<file path="config.mk">
export PLATFORM = sky130hd
export DESIGN_NAME = bmp24_to_rgb565_streamer_top
export DESIGN_NICKNAME = d
export VERILOG_FILES = /design/src/rtl/bmp565_pkg.sv /design/src/rtl/bmp24_to_rgb565_streamer_top.sv /design/src/rtl/bmp565_front.sv /design/src/rtl/bmp565_queue.sv /design/src/rtl/bmp565_back.sv
export VERILOG_INCLUDE_DIRS = /design/src /design/src/rtl
export SDC_FILE = /design/constraint.sdc
export NUM_CORES = 1
export LEC_CHECK = 0
export ABC_AREA = 1
export BUFFER_PORTS_ARGS = -buffer_cell sky130_fd_sc_hd__buf_2
export CAP_MARGIN = 20
export CORE_AREA = 2 2 234 236
export CTS_CLUSTER_SIZE = 30
export DETAILED_ROUTE_END_ITERATION = 10
export DIE_AREA = 0 0 236 238
export PLACE_DENSITY = 0.7
export SLEW_MARGIN = 5
export SYNTH_ARGS = -nofsm -noshare
export SYNTH_HDL_FRONTEND = slang
export SYNTH_SLANG_ARGS = --single-unit
</file>
<file path="constraint.sdc">
create_clock -name clk -period 6.8 [get_ports clk]
set_clock_uncertainty 0.1 [all_clocks]
set_input_delay 1.36 -clock clk [delete_from_list [all_inputs] [get_ports clk]]
set_output_delay 1.36 -clock clk [all_outputs]
set_load 0.005 [all_outputs]
</file>
<file path="src/rtl/bmp24_to_rgb565_streamer_top_macros.svh">
// Assertion helpers for the RTL files; the queue is the one that includes them.
`ifndef BMP24_TO_RGB565_STREAMER_TOP_MACROS_SVH
`define BMP24_TO_RGB565_STREAMER_TOP_MACROS_SVH

// Checked on every clk edge outside of reset.
`define BMP565_ASSERT(lbl, prop, msg) \
  lbl: assert property (@(posedge clk) disable iff (rst) prop) else $error(msg);

// Checked on every clk edge, reset included.
`define BMP565_ASSERT_NORST(lbl, prop, msg) \
  lbl: assert property (@(posedge clk) prop) else $error(msg);

`endif

</file>
<file path="src/rtl/bmp565_pkg.sv">
package bmp565_pkg;

  localparam int HEADER_BYTES = 54;
  localparam logic [31:0] HDR_LAST     = 32'(HEADER_BYTES - 1);
  localparam logic [31:0] HDR_BYTES_32 = 32'(HEADER_BYTES);

  // header field byte positions (little endian)
  localparam logic [31:0] POS_OFFSET_LO = 32'd10;
  localparam logic [31:0] POS_OFFSET_HI = 32'd13;
  localparam logic [31:0] POS_WIDTH_LO  = 32'd18;
  localparam logic [31:0] POS_WIDTH_HI  = 32'd21;
  localparam logic [31:0] POS_HEIGHT_LO = 32'd22;
  localparam logic [31:0] POS_HEIGHT_HI = 32'd25;
  localparam logic [31:0] POS_DEPTH_LO  = 32'd28;
  localparam logic [31:0] POS_DEPTH_HI  = 32'd29;

  localparam logic [15:0] DEPTH_24 = 16'd24;

  localparam logic [7:0] RED_MASK   = 8'hF8;
  localparam logic [7:0] GREEN_MASK = 8'hFC;

  // queue between parser and formatter; depth must be a power of two
  localparam int QUEUE_DEPTH = 4;
  localparam int QPTR_W = $clog2(QUEUE_DEPTH);
  localparam int QCNT_W = $clog2(QUEUE_DEPTH + 1);

  localparam int CFG_IDX_W  = 2;
  localparam int CFG_DATA_W = 12;
  localparam logic [CFG_IDX_W-1:0] CFG_SCREEN_WIDTH  = 2'd0;
  localparam logic [CFG_IDX_W-1:0] CFG_SCREEN_HEIGHT = 2'd1;
  localparam logic [CFG_IDX_W-1:0] CFG_BYTE_SWAP     = 2'd2;

  localparam logic [11:0] RST_SCREEN_WIDTH  = 12'd240;
  localparam logic [11:0] RST_SCREEN_HEIGHT = 12'd135;

  typedef enum logic [1:0] {
    KIND_PIXEL = 2'd0,
    KIND_DEPTH = 2'd1,
    KIND_SIZE  = 2'd2
  } kind_t;

  typedef struct packed {
    logic [11:0] screen_width;
    logic [11:0] screen_height;
    logic        byte_swap;
  } cfg_t;

  // one result as handed from parser to formatter
  typedef struct packed {
    kind_t       kind;
    logic [15:0] x;
    logic [15:0] y;
    logic [4:0]  red;
    logic [5:0]  green;
    logic [4:0]  blue;
    logic        last;
  } item_t;

  function automatic logic [15:0] pack_color(input item_t it, input logic swap);
    logic [15:0] c;
    c = {it.red, it.green, it.blue};
    return swap ? {c[7:0], c[15:8]} : c;
  endfunction

endpackage

</file>
<file path="src/rtl/bmp24_to_rgb565_streamer_top.sv">
// BMP 24-bit to RGB565 streamer. Feed a BMP file one byte per transaction on
// the s_axis side, with s_axis_tuser[0] set on the first byte of each file to
// restart parsing (after reset the stream is parsed as a file from byte 0).
// The 54-byte header supplies the data offset, width, height and depth; bytes
// up to the data offset are dropped, then bottom-up B,G,R rows are read and
// the row padding to four bytes is discarded. Each pixel of a row that fits
// the screen (y < screen_height, width <= screen_width) leaves on m_axis as
// one transaction with x, y and RGB565 color (byte-swapped when byte_swap is
// set); tlast marks the pixel at the end of row 0. A depth other than 24 gives
// one kind 1 result, a width or height above 65535 one kind 2 result; error
// results carry zero data. Rate: one byte per clock while the queue is not
// full. The parser settles each byte combinationally, and a result reaches
// m_axis through the four-deep queue and then the output register, so
// s_axis_tready drops only once the queue fills while m_axis is stalled.
// No clearing pass after reset. Registers (cfg_index): 0 screen_width,
// 1 screen_height, 2 byte_swap; write them only while the block is idle.
module bmp24_to_rgb565_streamer_top (
  input  logic                              clk,
  input  logic                              rst,
  // configuration write port
  input  logic                              cfg_we,
  input  logic [bmp565_pkg::CFG_IDX_W-1:0]  cfg_index,
  input  logic [bmp565_pkg::CFG_DATA_W-1:0] cfg_data,
  // byte input
  input  logic                              s_axis_tvalid,
  output logic                              s_axis_tready,
  input  logic [7:0]                        s_axis_tdata,  // [7:0] byte_value
  input  logic [0:0]                        s_axis_tuser,  // [0] first_byte
  // result output
  output logic                              m_axis_tvalid,
  input  logic                              m_axis_tready,
  output logic [47:0]                       m_axis_tdata,  // [15:0] pixel_x, [31:16] pixel_y,
                                                           // [47:32] color
  output logic [1:0]                        m_axis_tuser,  // [1:0] kind
  output logic                              m_axis_tlast   // last
);

  bmp565_pkg::cfg_t  cfg;
  bmp565_pkg::item_t push_item, q_item;
  logic              push, pop, q_valid, q_full;

  // configuration registers; index 3 is ignored
  always_ff @(posedge clk) begin
    if (rst) begin
      cfg.screen_width  <= bmp565_pkg::RST_SCREEN_WIDTH;
      cfg.screen_height <= bmp565_pkg::RST_SCREEN_HEIGHT;
      cfg.byte_swap     <= 1'b1;
    end else if (cfg_we) begin
      case (cfg_index)
        bmp565_pkg::CFG_SCREEN_WIDTH:  cfg.screen_width  <= cfg_data;
        bmp565_pkg::CFG_SCREEN_HEIGHT: cfg.screen_height <= cfg_data;
        bmp565_pkg::CFG_BYTE_SWAP:     cfg.byte_swap     <= cfg_data[0];
        default: begin
        end
      endcase
    end
  end

  // parser: header capture, skip, pixel/padding tracking, clipping
  bmp565_front u_front (
    .clk        (clk),
    .rst        (rst),
    .cfg        (cfg),
    .in_valid   (s_axis_tvalid),
    .in_ready   (s_axis_tready),
    .byte_value (s_axis_tdata),
    .first_byte (s_axis_tuser[0]),
    .q_full     (q_full),
    .push       (push),
    .push_item  (push_item)
  );

  bmp565_queue u_queue (
    .clk       (clk),
    .rst       (rst),
    .push      (push),
    .push_item (push_item),
    .pop       (pop),
    .q_valid   (q_valid),
    .q_full    (q_full),
    .q_item    (q_item)
  );

  // formatter: RGB565 packing, optional swap, output register
  bmp565_back u_back (
    .clk       (clk),
    .rst       (rst),
    .cfg       (cfg),
    .q_valid   (q_valid),
    .q_item    (q_item),
    .pop       (pop),
    .out_valid (m_axis_tvalid),
    .out_ready (m_axis_tready),
    .out_data  (m_axis_tdata),
    .out_user  (m_axis_tuser),
    .out_last  (m_axis_tlast)
  );

endmodule

</file>
<file path="src/rtl/bmp565_front.sv">
module bmp565_front (
  input  logic                clk,
  input  logic                rst,
  input  bmp565_pkg::cfg_t    cfg,
  input  logic                in_valid,
  output logic                in_ready,
  input  logic [7:0]          byte_value,
  input  logic                first_byte,
  input  logic                q_full,
  output logic                push,
  output bmp565_pkg::item_t   push_item
);

  typedef enum logic [4:0] {
    PH_HEADER = 5'b00001,
    PH_SKIP   = 5'b00010,
    PH_PIXEL  = 5'b00100,
    PH_PAD    = 5'b01000,
    PH_DONE   = 5'b10000
  } phase_t;

  phase_t      phase, phase_next, c_phase;
  logic [31:0] byte_pos, byte_pos_next, c_pos;
  logic [31:0] data_off, data_off_next, c_off;
  logic [31:0] img_w, img_w_next, c_w;
  logic [31:0] img_h, img_h_next, c_h;
  logic [15:0] bit_depth, bit_depth_next, c_depth;
  logic [15:0] column, column_next, c_col;
  logic [15:0] row, row_next, c_row;
  logic [1:0]  pad_left, pad_left_next, c_pad;
  logic [1:0]  chan, chan_next, c_chan;
  logic [7:0]  blue, blue_next;
  logic [7:0]  green, green_next;
  logic [1:0]  lane;
  logic        eor;
  logic        res_valid;
  logic        accept;
  logic [16:0] col_inc;
  bmp565_pkg::item_t res;

  assign in_ready = !q_full;
  assign accept   = in_valid && in_ready;
  assign push     = accept && res_valid;
  assign push_item = res;

  // a first byte restarts parsing from the cleared state
  always_comb begin
    c_phase = first_byte ? PH_HEADER : phase;
    c_pos   = first_byte ? '0 : byte_pos;
    c_off   = first_byte ? '0 : data_off;
    c_w     = first_byte ? '0 : img_w;
    c_h     = first_byte ? '0 : img_h;
    c_depth = first_byte ? '0 : bit_depth;
    c_col   = first_byte ? '0 : column;
    c_row   = first_byte ? '0 : row;
    c_pad   = first_byte ? '0 : pad_left;
    c_chan  = first_byte ? '0 : chan;
  end

  always_comb begin
    phase_next     = c_phase;
    data_off_next  = c_off;
    img_w_next     = c_w;
    img_h_next     = c_h;
    bit_depth_next = c_depth;
    column_next    = c_col;
    row_next       = c_row;
    pad_left_next  = c_pad;
    chan_next      = c_chan;
    blue_next      = blue;
    green_next     = green;
    eor            = 1'b0;
    res_valid      = 1'b0;
    res            = '0;
    col_inc        = {1'b0, c_col} + 17'd1;
    // header lanes start at positions that are 2 mod 4
    lane           = c_pos[1:0] - 2'd2;

    if ((c_phase != PH_DONE) && (c_pos != '1)) begin
      byte_pos_next = c_pos + 32'd1;
    end else begin
      byte_pos_next = c_pos;
    end

    case (c_phase)
      PH_HEADER: begin
        if (c_pos >= bmp565_pkg::POS_OFFSET_LO && c_pos <= bmp565_pkg::POS_OFFSET_HI) begin
          data_off_next[{lane, 3'b000} +: 8] = byte_value;
        end else if (c_pos >= bmp565_pkg::POS_WIDTH_LO &&
                     c_pos <= bmp565_pkg::POS_WIDTH_HI) begin
          img_w_next[{lane, 3'b000} +: 8] = byte_value;
        end else if (c_pos >= bmp565_pkg::POS_HEIGHT_LO &&
                     c_pos <= bmp565_pkg::POS_HEIGHT_HI) begin
          img_h_next[{lane, 3'b000} +: 8] = byte_value;
        end else if (c_pos == bmp565_pkg::POS_DEPTH_LO) begin
          bit_depth_next[7:0] = byte_value;
        end else if (c_pos == bmp565_pkg::POS_DEPTH_HI) begin
          bit_depth_next[15:8] = byte_value;
        end
        if (c_pos == bmp565_pkg::HDR_LAST) begin
          if (c_depth != bmp565_pkg::DEPTH_24) begin
            res_valid  = 1'b1;
            res.kind   = bmp565_pkg::KIND_DEPTH;
            phase_next = PH_DONE;
          end else if (c_w[31:16] != '0 || c_h[31:16] != '0) begin
            res_valid  = 1'b1;
            res.kind   = bmp565_pkg::KIND_SIZE;
            phase_next = PH_DONE;
          end else if (c_w == '0 || c_h == '0) begin
            phase_next = PH_DONE;
          end else begin
            if (c_off < bmp565_pkg::HDR_BYTES_32) begin
              data_off_next = bmp565_pkg::HDR_BYTES_32;
            end
            row_next    = c_h[15:0] - 16'd1;
            column_next = '0;
            chan_next   = '0;
            phase_next  = (c_off <= bmp565_pkg::HDR_BYTES_32) ? PH_PIXEL : PH_SKIP;
          end
        end
      end
      PH_SKIP: begin
        if (c_pos >= c_off - 32'd1) begin
          phase_next = PH_PIXEL;
        end
      end
      PH_PIXEL: begin
        case (c_chan)
          2'd0: begin
            blue_next = byte_value;
            chan_next = 2'd1;
          end
          2'd1: begin
            green_next = byte_value;
            chan_next  = 2'd2;
          end
          default: begin
            chan_next = 2'd0;
            if (c_row < {4'b0, cfg.screen_height} && c_w <= {20'b0, cfg.screen_width}) begin
              res_valid = 1'b1;
              res.kind  = bmp565_pkg::KIND_PIXEL;
              res.x     = c_col;
              res.y     = c_row;
              res.red   = byte_value[7:3];
              res.green = green[7:2];
              res.blue  = blue[7:3];
              res.last  = (c_row == '0) && (col_inc == c_w[16:0]);
            end
            column_next = col_inc[15:0];
            if (col_inc[15:0] == c_w[15:0]) begin
              pad_left_next = c_w[1:0];
              if (c_w[1:0] != '0) begin
                phase_next = PH_PAD;
              end else begin
                eor = 1'b1;
              end
            end
          end
        endcase
      end
      PH_PAD: begin
        pad_left_next = c_pad - 2'd1;
        if (pad_left_next == '0) begin
          eor = 1'b1;
        end
      end
      default: begin
      end
    endcase

    if (eor) begin
      if (c_row == '0) begin
        phase_next = PH_DONE;
      end else begin
        row_next    = c_row - 16'd1;
        column_next = '0;
        chan_next   = '0;
        phase_next  = PH_PIXEL;
      end
    end
  end

  always_ff @(posedge clk) begin
    if (rst) begin
      phase     <= PH_HEADER;
      byte_pos  <= '0;
      data_off  <= '0;
      img_w     <= '0;
      img_h     <= '0;
      bit_depth <= '0;
      column    <= '0;
      row       <= '0;
      pad_left  <= '0;
      chan      <= '0;
    end else if (accept) begin
      phase     <= phase_next;
      byte_pos  <= byte_pos_next;
      data_off  <= data_off_next;
      img_w     <= img_w_next;
      img_h     <= img_h_next;
      bit_depth <= bit_depth_next;
      column    <= column_next;
      row       <= row_next;
      pad_left  <= pad_left_next;
      chan      <= chan_next;
    end
  end

  // pixel bytes held until the red byte completes the triplet
  always_ff @(posedge clk) begin
    if (accept) begin
      blue  <= blue_next;
      green <= green_next;
    end
  end

endmodule

</file>
<file path="src/rtl/bmp565_queue.sv">
`include "bmp24_to_rgb565_streamer_top_macros.svh"

module bmp565_queue (
  input  logic               clk,
  input  logic               rst,
  input  logic               push,
  input  bmp565_pkg::item_t  push_item,
  input  logic               pop,
  output logic               q_valid,
  output logic               q_full,
  output bmp565_pkg::item_t  q_item
);

  localparam logic [bmp565_pkg::QCNT_W-1:0] DEPTH_CNT =
    bmp565_pkg::QCNT_W'(bmp565_pkg::QUEUE_DEPTH);

  bmp565_pkg::item_t mem [bmp565_pkg::QUEUE_DEPTH];
  logic [bmp565_pkg::QPTR_W-1:0] wr_ptr, rd_ptr;
  logic [bmp565_pkg::QCNT_W-1:0] count;

  assign q_valid = (count != '0);
  assign q_full  = (count == DEPTH_CNT);
  assign q_item  = mem[rd_ptr];

  always_ff @(posedge clk) begin
    if (push) begin
      mem[wr_ptr] <= push_item;
    end
  end

  // pointers wrap naturally: depth is a power of two
  always_ff @(posedge clk) begin
    if (rst) begin
      wr_ptr <= '0;
      rd_ptr <= '0;
      count  <= '0;
    end else begin
      if (push) begin
        wr_ptr <= wr_ptr + 1'b1;
      end
      if (pop) begin
        rd_ptr <= rd_ptr + 1'b1;
      end
      case ({push, pop})
        2'b10:   count <= count + 1'b1;
        2'b01:   count <= count - 1'b1;
        default: count <= count;
      endcase
    end
  end

  `BMP565_ASSERT(a_count_bound, count <= DEPTH_CNT, "queue count overflow")
  `BMP565_ASSERT(a_push_grows, (push && !pop) |=> (count == $past(count) + 1'b1), "push lost")
  `BMP565_ASSERT(a_pop_nonempty, pop |-> (count != '0), "pop from empty queue")
  `BMP565_ASSERT_NORST(a_reset_empty, rst |=> (count == '0), "queue not empty after reset")

endmodule

</file>
<file path="src/rtl/bmp565_back.sv">
module bmp565_back (
  input  logic               clk,
  input  logic               rst,
  input  bmp565_pkg::cfg_t   cfg,
  input  logic               q_valid,
  input  bmp565_pkg::item_t  q_item,
  output logic               pop,
  output logic               out_valid,
  input  logic               out_ready,
  output logic [47:0]        out_data,
  output logic [1:0]         out_user,
  output logic               out_last
);

  // output register refills in the cycle it is taken
  assign pop = q_valid && (!out_valid || out_ready);

  always_ff @(posedge clk) begin
    if (rst) begin
      out_valid <= 1'b0;
    end else if (!out_valid || out_ready) begin
      out_valid <= q_valid;
    end
  end

  always_ff @(posedge clk) begin
    if (pop) begin
      out_data <= {bmp565_pkg::pack_color(q_item, cfg.byte_swap), q_item.y, q_item.x};
      out_user <= q_item.kind;
      out_last <= q_item.last;
    end
  end

endmodule

</file>
## Yosys cells after proc, flatten, opt, wreduce, memory -nomap -nowiden

Memories as Yosys holds them, arrays and structs flattened. A register that Yosys moved wholly into a read port is not among the register bits.
Cells that the tools add are included.

- Word-level logic and storage cells: 194
- Output and inout port bits: 53
- Input bits: 28
- Memories: 1
- RAM bits: 204
- Flip-flop bits (word level): 285

- Reduce and logical (&&, ||, !) cells: 31
- Add/sub/neg operators: 12
- Magnitude comparators: 11
- Shift operators: 2
- Equality and inequality tests: 18
- Multiplexer cells: 97

Memory list:

| name | depth | width | rd ports | clocked after memory_dff | write ports | line | text |
|---|---|---|---|---|---|---|---|
| u_queue.mem | 4 | 51 | 1 | 1 | 1 | bmp565_queue.sv:17 | `bmp565_pkg::item_t mem [bmp565_pkg::QUEUE_DEPTH];` |

Operators with widths:

| cell | number |
|---|---|
| $mux W32 | 19 |
| $mux W16 | 22 |
| $mux W49 | 2 |
| $bwmux W32 | 3 |
| $eq A32 B5 Y1 const B | 2 |
| $ge A32 B5 Y1 const B | 2 |
| $le A32 B5 Y1 const B | 2 |
| $logic_not A32 Y1 | 2 |
| $mux W5 | 11 |
| $mux W51 | 1 |
| $add A32 B1 Y32 const B | 1 |
| $eq A32 B6 Y1 const B | 1 |
| $ge A32 B32 Y1 | 1 |
| $ge A32 B4 Y1 const B | 1 |
| $le A32 B12 Y1 | 1 |
| $le A32 B4 Y1 const B | 1 |
| $le A32 B6 Y1 const B | 1 |
| $lt A32 B6 Y1 const B | 1 |
| $ne A32 B32 Y1 const B | 1 |
| $pmux W16 S2 | 1 |
| $reduce_bool A16 Y1 | 2 |
| $shift A8 B7 Y32 const A | 1 |
| $shiftx A8 B7 Y32 | 1 |
| $sub A16 B1 Y16 const B | 2 |
| other kinds (38) | 89 |

## Longest topological paths before layout

Gate-level depths: netlist of the first run.

- Depth in word-level cells: 12
- Gate-level depth with buffers: 33
- Mapped depth without buffers: 31

## Cells and area by module

From an unflattened synthesis of the first run, not the netlist that was laid out.

- Cells, all modules: 3,535
- Area, all modules: 27,307.4 sq um

Modules (own cells, without submodules):

| module | seq. area each (sq um) | cells each | instances | area each (sq um) |
|---|---|---|---|---|
| bmp565_front | 4,033.9 | 2,735 | 1 | 16,444.5 |
| bmp565_queue | 6,306.0 | 552 | 1 | 8,039.0 |
| bmp565_back | 1,551.5 | 100 | 1 | 1,799.2 |
| bmp24_to_rgb565_streamer_top | 500.5 | 148 | 1 | 1,024.7 |

## Worst setup path after synthesis of the first run

No wires, ideal clock.

- Path kind: input -> register
- From: input port s_axis_tuser
- To: memory u_queue.mem[0][0] (netlist name), enable pin
- Arrival: 5,687 ps
- Required time: 6,240 ps
- Stages: 15
- Path buffers: 5
- Setup time: 460 ps
- Setup slack: 553 ps
- Path through: buf_6 > buf_4 > buf_2 > buf_4 > nor2_2 > clkbuf_1 > ha_1 > nand2_1 > inv_1 > nand4_1 > nor2_1 > nand2_1 > nand2_1 > nand2_1 > nor2_1

- Word-level cells in the longest chain between the ends: 10
- Elaborated cells on any way between the ends: 29
- Those cells by class: 2 x order compare; 5 x eq/ne; 15 x mux; 7 x reduce/logical

Ends and longest elaborated chain:

| item | line | text |
|---|---|---|
| from (decl) | bmp24_to_rgb565_streamer_top.sv:28 | `input logic [0:0] s_axis_tuser,` |
| parallel branches: the longest is 6 deep, another holds $le A32 B12 Y1 | -- |  |
| $pmux W1 S2 (*) | bmp565_front.sv:85 | `case (c_phase)` |
| $logic_and A1 B1 Y1 (*) | bmp565_front.sv:43 | `assign push = accept && res_valid;` |
| $mux W1 (*) | bmp565_queue.sv:26 | `if (push) begin` |
| $mux W1 (implied by the code) (*) | bmp565_queue.sv:27 | `mem[wr_ptr] <= push_item;` |
| to (decl) | bmp565_queue.sv:17 |  |

Every way passes the cells marked *.

## Worst setup path after layout of the first run

- From: input port s_axis_tuser
- To: register u_front.phase[2]

- Word-level cells in the longest chain between the ends: 9
- Elaborated cells on any way between the ends: 51
- Those cells by class: 3 x add/sub; 2 x order compare; 8 x eq/ne; 27 x mux; 11 x reduce/logical

Ends and longest elaborated chain:

| item | line | text |
|---|---|---|
| parallel branches: the longest is 8 deep, another holds $sub A32 B1 Y32 | -- |  |
| $mux W5 (*) | bmp565_front.sv:171 | `if (eor) begin` |
| to (signal assigned) | bmp565_front.sv:196 | `phase <= phase_next;` |
| to (decl) | bmp565_front.sv:22 | `phase_t phase, phase_next, c_phase;` |

Marked as above.
A chain may end at the register's enable or synchronous reset.

==> flow_summary_export.csv, run 1 <==
group,metric,value,unit
run_status,status,"finished, final reports clean",
setup_path,r2r_cells,30,
global_route,grt_pass1_wl,110000,um
synth,yosys.area.top_type,"edfxtp_1",
placement,globalplace.congestion,0.934,
clock_tree,path_clk_slew,0.06,ns
die,io_pins,81,
cells_and_area,area_delta_synth_final,10.0,%
setup_path,cp_slowest_cell,"buf_4",
detailed_routing,via_count,22800,
placement,place_inst,4032,
clock_tree,cts_tree,"built",
placement,port_buffers,80,
cells_and_area,drive_gt1_frac,0.0834,
setup_path,arrival,5.73,ns
die,start_util,0.496,
clock_tree,cts_root_buf,"clkbuf_16",
cells_and_area,final_common_cell,"nand2_1",
timing,rsz0062_at_grt,"false",
timing,finalSetupViolCount,0,
timing,slew_violations,0,
setup_path,worstReg2RegEnd,"u_front.phase[2]$_SDFFE_PP0P_",
placement,dpl.hpwl,46400,um
die,rows,85,
clock_tree,post_cts_buffers,0,
clock_tree,cts_buffer_depth,3,
cells_and_area,nNetsFinal,3490,
setup_path,critical_path_required,7.23,ns
synth,synth-edff-count,266,
timing,post-route-period-util,0.780,
setup_path,startpoint_type,"input pin",
die,die_height,238,um
setup_path,cp-end-kind,"flip-flop",
cells_and_area,finalNonFillerCells,4126,
detailed_routing,wl,69600,um
synth,synth_top_area_frac,0.301,
clock_tree,ctsHoldBuffers,0,
timing,max_freq,0.189,GHz
setup_path,cp_common_cell,"nand2_1",
setup_path,critPathKind,"input pin to flip-flop",
detailed_routing,first_iter_violations,2207,
detailed_routing,ant_nets,0,
die,die_x,236,um
timing,worst_pin_slew,1.03,ns
detailed_routing,first_pass_iters,6,
cells_and_area,fillers,4967,
setup_path,r2r_slack,2.58,ns
min_path,hold_class,"flip-flop to flip-flop",
detailed_routing,routedWlPerCell,16.9,um
cells_and_area,finish.utilization,0.546,
clock_tree,htreeDepth,2,
detailed_routing,drc,0,
synth,synthesis.area,26500,um^2
setup_path,slowest_delay,0.51,ns
synth,synthArstFlopShare,0,
timing,period_needed,5.30,ns
die,design.core.area,53500,um^2
setup_path,r2r_start,"u_front.data_off[1]$_SDFFE_PP0P_",
die,dieArea,56200,um^2
global_route,gr-total-overflow,0,
synth,yosys_warnings,0,
synth,yosys_most_used_dff,"edfxtp_1",
clock_tree,cts_buffers,51,
global_route,grt_max_degree,99,
cells_and_area,fin_area,29200,um^2
synth,syn_inst,3367,
synth,ys_types,60,
run,cap_violations,0,
synth,yosys-top-cells-area,"edfxtp_1, dfxtp_1, nand2_1",
timing,relSlewSlack,0.308,
placement,placed_area,27400,um^2
global_route,antenna_found_initial,0,
power,max-vdd-ir-drop,0.212,mV
synth,avgSynthCellArea,7.88,um^2
setup_path,cp_max_fo,48,
clock_tree,cts_resized,0,
timing,hold_viol_final,0,
synth,synth-seq-cells,486,
cells_and_area,final_cell_mix,"nand2_1, nor2_1, inv_1",
global_route,grt_pass1_vias,20679,
synth,seq_area_frac_synth,0.467,
clock_tree,clock_latency,0.60,ns
setup_path,critPathLaunch,"s_axis_tuser",
global_route,track_usage,0.241,
clock_tree,cts_sinks,486,
timing,fin_tns_setup,0,ns
power,p_per_area,296,nW/um^2
power,p_leak,0.0116,uW
setup_path,crit_end,"u_front.phase[2]$_SDFFE_PP0P_",
detailed_routing,vias_per_cell,5.53,
cells_and_area,antenna_cells,0,
==> routing by layer <==
| layer | up-vias | part of all wire | GRT usage |
|---|---|---|---|
| met4 | 0 | 0.032 | 0.0836 |
| met2 | 715 | 0.45 | 0.394 |
| met1 | 10556 | 0.45 | 0.326 |
| li1 | 11393 | - | - |
| met3 | 136 | 0.067 | 0.0406 |
| met5 | - | 0 | 0 |
==> through the flow <==
stage | setup slack, ns | hold slack (ns) | power (uW)
final | 1.50 | 0.365 | 8640
after global routing | 1.16 | 0.380 | 9080
after CTS | 1.52 | 0.365 | 8690
after detailed placement | 0.895 | 0.355 | 5780
after global placement | 1.02 | 0.351 | 5740
after floorplan | 0.553 | 0.335 | 5150
==> cell usage after synthesis (7+ instances only) <==
master,instances
nand4_1,49
clkbuf_1,100
a221oi_1,23
buf_2,18
a32o_1,16
a21oi_1,293
nand3_1,164
a31oi_1,17
inv_2,15
buf_4,10
nor2_1,440
nor2_2,17
dfxtp_1,220
nor4_1,19
buf_1,10
nor3_1,64
xnor2_1,10
o22ai_1,53
nand2_1,620
nand2_2,19
o21ai_1,7
o211ai_1,57
ha_1,71
edfxtp_1,266
buf_6,12
nor2_4,12
o21ai_0,250
xor2_1,43
inv_1,411
==> state kept, by name, summed over array words and instances, names as in the netlist, 3 cells and up, named ones only <==
register and cells:
u_front.green 6, u_front.img_h 32, u_front.column 16, u_front.data_off 32
u_front.row 16, u_front.bit_depth 16, u_front.byte_pos 32, u_queue.mem 204
u_front.img_w 32, u_back.out_data 48, u_queue.count 3, u_front.phase 5
cfg 25, u_front.blue 5
==> power breakdown <==
part / switching [uW] / total, uW / internal [uW]
clock network: 1180 / 2910 / 1730
registers: 109 / 3570 / 3470
logic: 1460 / 2160 / 701
==> kinds of logic (layout without fill, tap and decap cells) <==
family / after synthesis / after routing / share of synthesized area
compound gates: 737 / 737 / 0.157
xor+xnor: 54 / 54 / 0.0184
fa+ha+maj: 72 / 72 / 0.0342
buf+inv: 584 / 632 / 0.0899
flops: 486 / 486 / 0.467
other cells: 1 / 16 / 0.000141
simple gates: 1433 / 1433 / 0.233
==> final cells by class <==
cell class | count | area (um^2) | share of cell area
multi-input cells | 2312 | 11900 | 0.407
inverters | 430 | 1620 | 0.0555
clock inverters | 27 | 335 | 0.0115
well taps | 696 | 871 | 0.0298
flip-flops and latches | 486 | 12400 | 0.425
repair buffers | 109 | 686 | 0.0235
clock buffers | 66 | 1410 | 0.0484
==> worst max-delay path, delay by kind of cell <==
family | cells | cell delay (ns)
buffers and inverters | 4 | 0.91
AO/OA/AOI/OAI | 2 | 0.17
XOR/XNOR | 1 | 0.14
AND/OR/NAND/NOR | 23 | 2.83
adder cells (fa/ha/maj) | 1 | 0.31
==> worst min path at each step <==
stage                                       from                                end  slack [ns]  cells after the start
6_report            u_front.row[15]$_SDFFE_PP0P_       u_front.row[15]$_SDFFE_PP0P_        0.36                      2
4_1_cts           u_front.img_w[12]$_SDFFE_PP0P_     u_front.img_w[12]$_SDFFE_PP0P_        0.36                      2
2_1_floorplan               cfg[10]$_SDFFE_PP0P_               cfg[10]$_SDFFE_PP0P_        0.34                      2
3_3_place_gp   u_front.bit_depth[2]$_SDFFE_PP0P_  u_front.bit_depth[2]$_SDFFE_PP0P_        0.35                      2
5_1_grt           u_front.img_w[29]$_SDFFE_PP0P_     u_front.img_w[29]$_SDFFE_PP0P_        0.38                      2
3_5_place_dp       u_front.img_w[9]$_SDFFE_PP0P_      u_front.img_w[9]$_SDFFE_PP0P_        0.36                      2
Note: power is estimated with default switching activity, not from simulation.
==> inputs of run 2 (changes only) <==
--- a/config.mk
+++ b/config.mk
@@ -13,7 +13,7 @@
 export CTS_CLUSTER_SIZE = 30
 export DETAILED_ROUTE_END_ITERATION = 10
 export DIE_AREA = 0 0 236 238
-export PLACE_DENSITY = 0.7
+export PLACE_DENSITY = 0.72
 export SLEW_MARGIN = 5
 export SYNTH_ARGS = -nofsm -noshare
 export SYNTH_HDL_FRONTEND = slang
==> constraint.sdc (replaced) <==
create_clock -name clk -period 4.5 [get_ports clk]
set_clock_uncertainty 0.1 [all_clocks]
set_input_delay 0.9 -clock clk [delete_from_list [all_inputs] [get_ports clk]]
set_output_delay 0.9 -clock clk [all_outputs]
set_load 0.005 [all_outputs]
==> run 2 against run 1 <==
  * Register-to-register slack lost 1.8 ns
  * Core utilization grew 1.4 points
  * Sequential power rose by 49%
  * Critical path depth increased by 2
  * Largest cell class unchanged
  * Setup slack got worse by 0.93 ns
  * Non-clock buffer count increased by 105
  * Count of clock-buffer cells in the layout up 11
  * Final cell count grew 2.6%
  * Routed wire length up 2.1%
==> flow_summary_export.csv, run 2 (same netlist as run 1, synthesis figures left out) <==
group,metric,value,unit
detailed_routing,first_iter_violations,1961,
placement,placed_area,28300,um^2
global_route,grt_pass1_wl,114000,um
power,max-vdd-ir-drop,0.299,mV
timing,rsz0062_at_grt,"false",
cells_and_area,fin_area,30000,um^2
setup_path,cp_common_cell,"nand2_1",
clock_tree,clock_latency,0.60,ns
placement,place_inst,4138,
power,p_sw,4090,uW
detailed_routing,vias_per_cell,5.50,
run_status,status,"finished, final reports clean",
clock_tree,post_cts_buffers,0,
timing,finalSetupViolCount,0,
timing,period_needed,3.94,ns
min_path,hold_class,"flip-flop to flip-flop",
timing,relSlewSlack,0.298,
die,die_x,236,um
clock_tree,cts_sinks,486,
power,p_comb_frac,0.253,
setup_path,cp_max_fo,18,
cells_and_area,antenna_cells,0,
global_route,antenna_found_initial,0,
placement,port_buffers,80,
power,p_leak,0.0119,uW
cells_and_area,finalNonFillerCells,4233,
detailed_routing,wl,71100,um
timing,setup_slack,0.562,ns
cells_and_area,largest_register_ff_count,204,
setup_path,cp-end-kind,"flip-flop",
power,power_frac_seq,0.416,
timing,post-route-period-util,0.875,
clock_tree,cts_tree,"built",
detailed_routing,drc,0,
power,clkPwrFrac,0.331,
cells_and_area,top_register,"u_queue.mem",
global_route,grt_pass1_vias,21430,
cells_and_area,area_delta_synth_final,12.9,%
run,cap_violations,0,
die,start_util,0.496,
power,intPower,8700,uW
die,design.core.area,53500,um^2
die,die_height,238,um
cells_and_area,final_common_cell,"nand2_1",
clock_tree,cts_buffer_depth,3,
clock_tree,htreeDepth,2,
timing,hold_viol_final,0,
placement,globalplace.congestion,0.953,
cells_and_area,nNetsFinal,3595,
placement,dpl.hpwl,49000,um
global_route,grt_max_degree,103,
clock_tree,cts_buffers,51,
cells_and_area,largestRegisters,"u_queue.mem (204), u_back.out_data (48)",
cells_and_area,fillers,4869,
cells_and_area,drive_gt1_frac,0.110,
power,power.share.switching,0.320,
cells_and_area,finish.utilization,0.560,
setup_path,cp_slowest_cell,"ha_1",
detailed_routing,routedWlPerCell,16.8,um
die,io_pins,81,
cells_and_area,final_cell_mix,"nand2_1, nor2_1, inv_1",
die,dieArea,56200,um^2
setup_path,crit_buf_inv,5,
placement,dpl_worst_slack,-0.0208,ns
timing,worst_pin_slew,1.05,ns
clock_tree,ctsHoldBuffers,0,
setup_path,slowest_delay,0.31,ns
setup_path,arrival,4.36,ns
global_route,gr-total-overflow,0,
clock_tree,path_clk_slew,0.06,ns
setup_path,crit_family,"simple AND/OR/NAND/NOR gates",
clock_tree,cts_resized,0,
timing,max_freq,0.254,GHz
setup_path,critPathKind,"input pin to flip-flop",
setup_path,startpoint_type,"input pin",
timing,fin_tns_setup,0,ns
timing,slew_violations,0,
power,p_per_area,427,nW/um^2
detailed_routing,first_pass_iters,6,
die,rows,85,
detailed_routing,ant_nets,0,
global_route,track_usage,0.250,
clock_tree,cts_root_buf,"clkbuf_16",
setup_path,critical_path_required,4.92,ns
detailed_routing,via_count,23283,
==> run 2: changes by cell type in the layout (fill, tap and decap cells not counted), sizes merged <==
cell,change
clkbuf,+11
buf,+105
bufinv,-5
inv,+1
clkinv,-5
==> run 2: worst min-delay path: cells and delay by family, from the launching register on <==
family                 cells  cell delay (ns)
buffers and inverters      1             0.06
AO/OA/AOI/OAI              1             0.06
flip-flops                 1             0.30
==> run 2: worst paths after layout <==
path	start	to	cells past startpoint	slack, ns
worst min register to register	cfg[6]$_SDFFE_PP0P_	cfg[6]$_SDFFE_PP0P_	2	0.36
worst min-delay path	cfg[6]$_SDFFE_PP0P_	cfg[6]$_SDFFE_PP0P_	2	0.36
worst max-delay path	s_axis_tuser	u_front.phase[2]$_SDFFE_PP0P_	33	0.56
worst max register to register	u_front.data_off[1]$_SDFFE_PP0P_	u_front.phase[2]$_SDFFE_PP0P_	31	0.74
==> run 2: power by group through the flow <==
stage	combinational, uW	clock, uW	sequential [uW]
2_1_floorplan	2130	0	5450
3_3_place_gp	3170	0	5400
3_5_place_dp	3220	0	5410
4_1_cts	3240	4300	5320
5_1_grt	3640	4460	5350
6_report	3240	4230	5310
==> run 2: through the flow <==
stage	hold slack, ns	total power, uW
after floorplan	0.335	7570
after detailed placement	0.354	8630
after global routing	0.382	13400
after CTS	0.363	12900
final	0.361	12800
after global placement	0.352	8570
==> run 2: cell type report <==
class | count | area [um^2] | area share
clock buffer | 77 | 1530 | 0.0509
clock inverter | 18 | 170 | 0.00568
inverter | 430 | 1620 | 0.0541
multi-input combinational | 2312 | 11900 | 0.396
sequential | 486 | 12400 | 0.414
tap | 696 | 871 | 0.0291
timing repair buffer | 214 | 1510 | 0.0504
==> run 2: per-layer routing <==
layer | wire, um | up-vias | global-route usage
met5 | 0 | - | 0
met4 | 2440 | 0 | 0.0967
met3 | 4820 | 149 | 0.0367
met2 | 32200 | 825 | 0.404
met1 | 31600 | 10723 | 0.340
li1 | - | 11586 | -
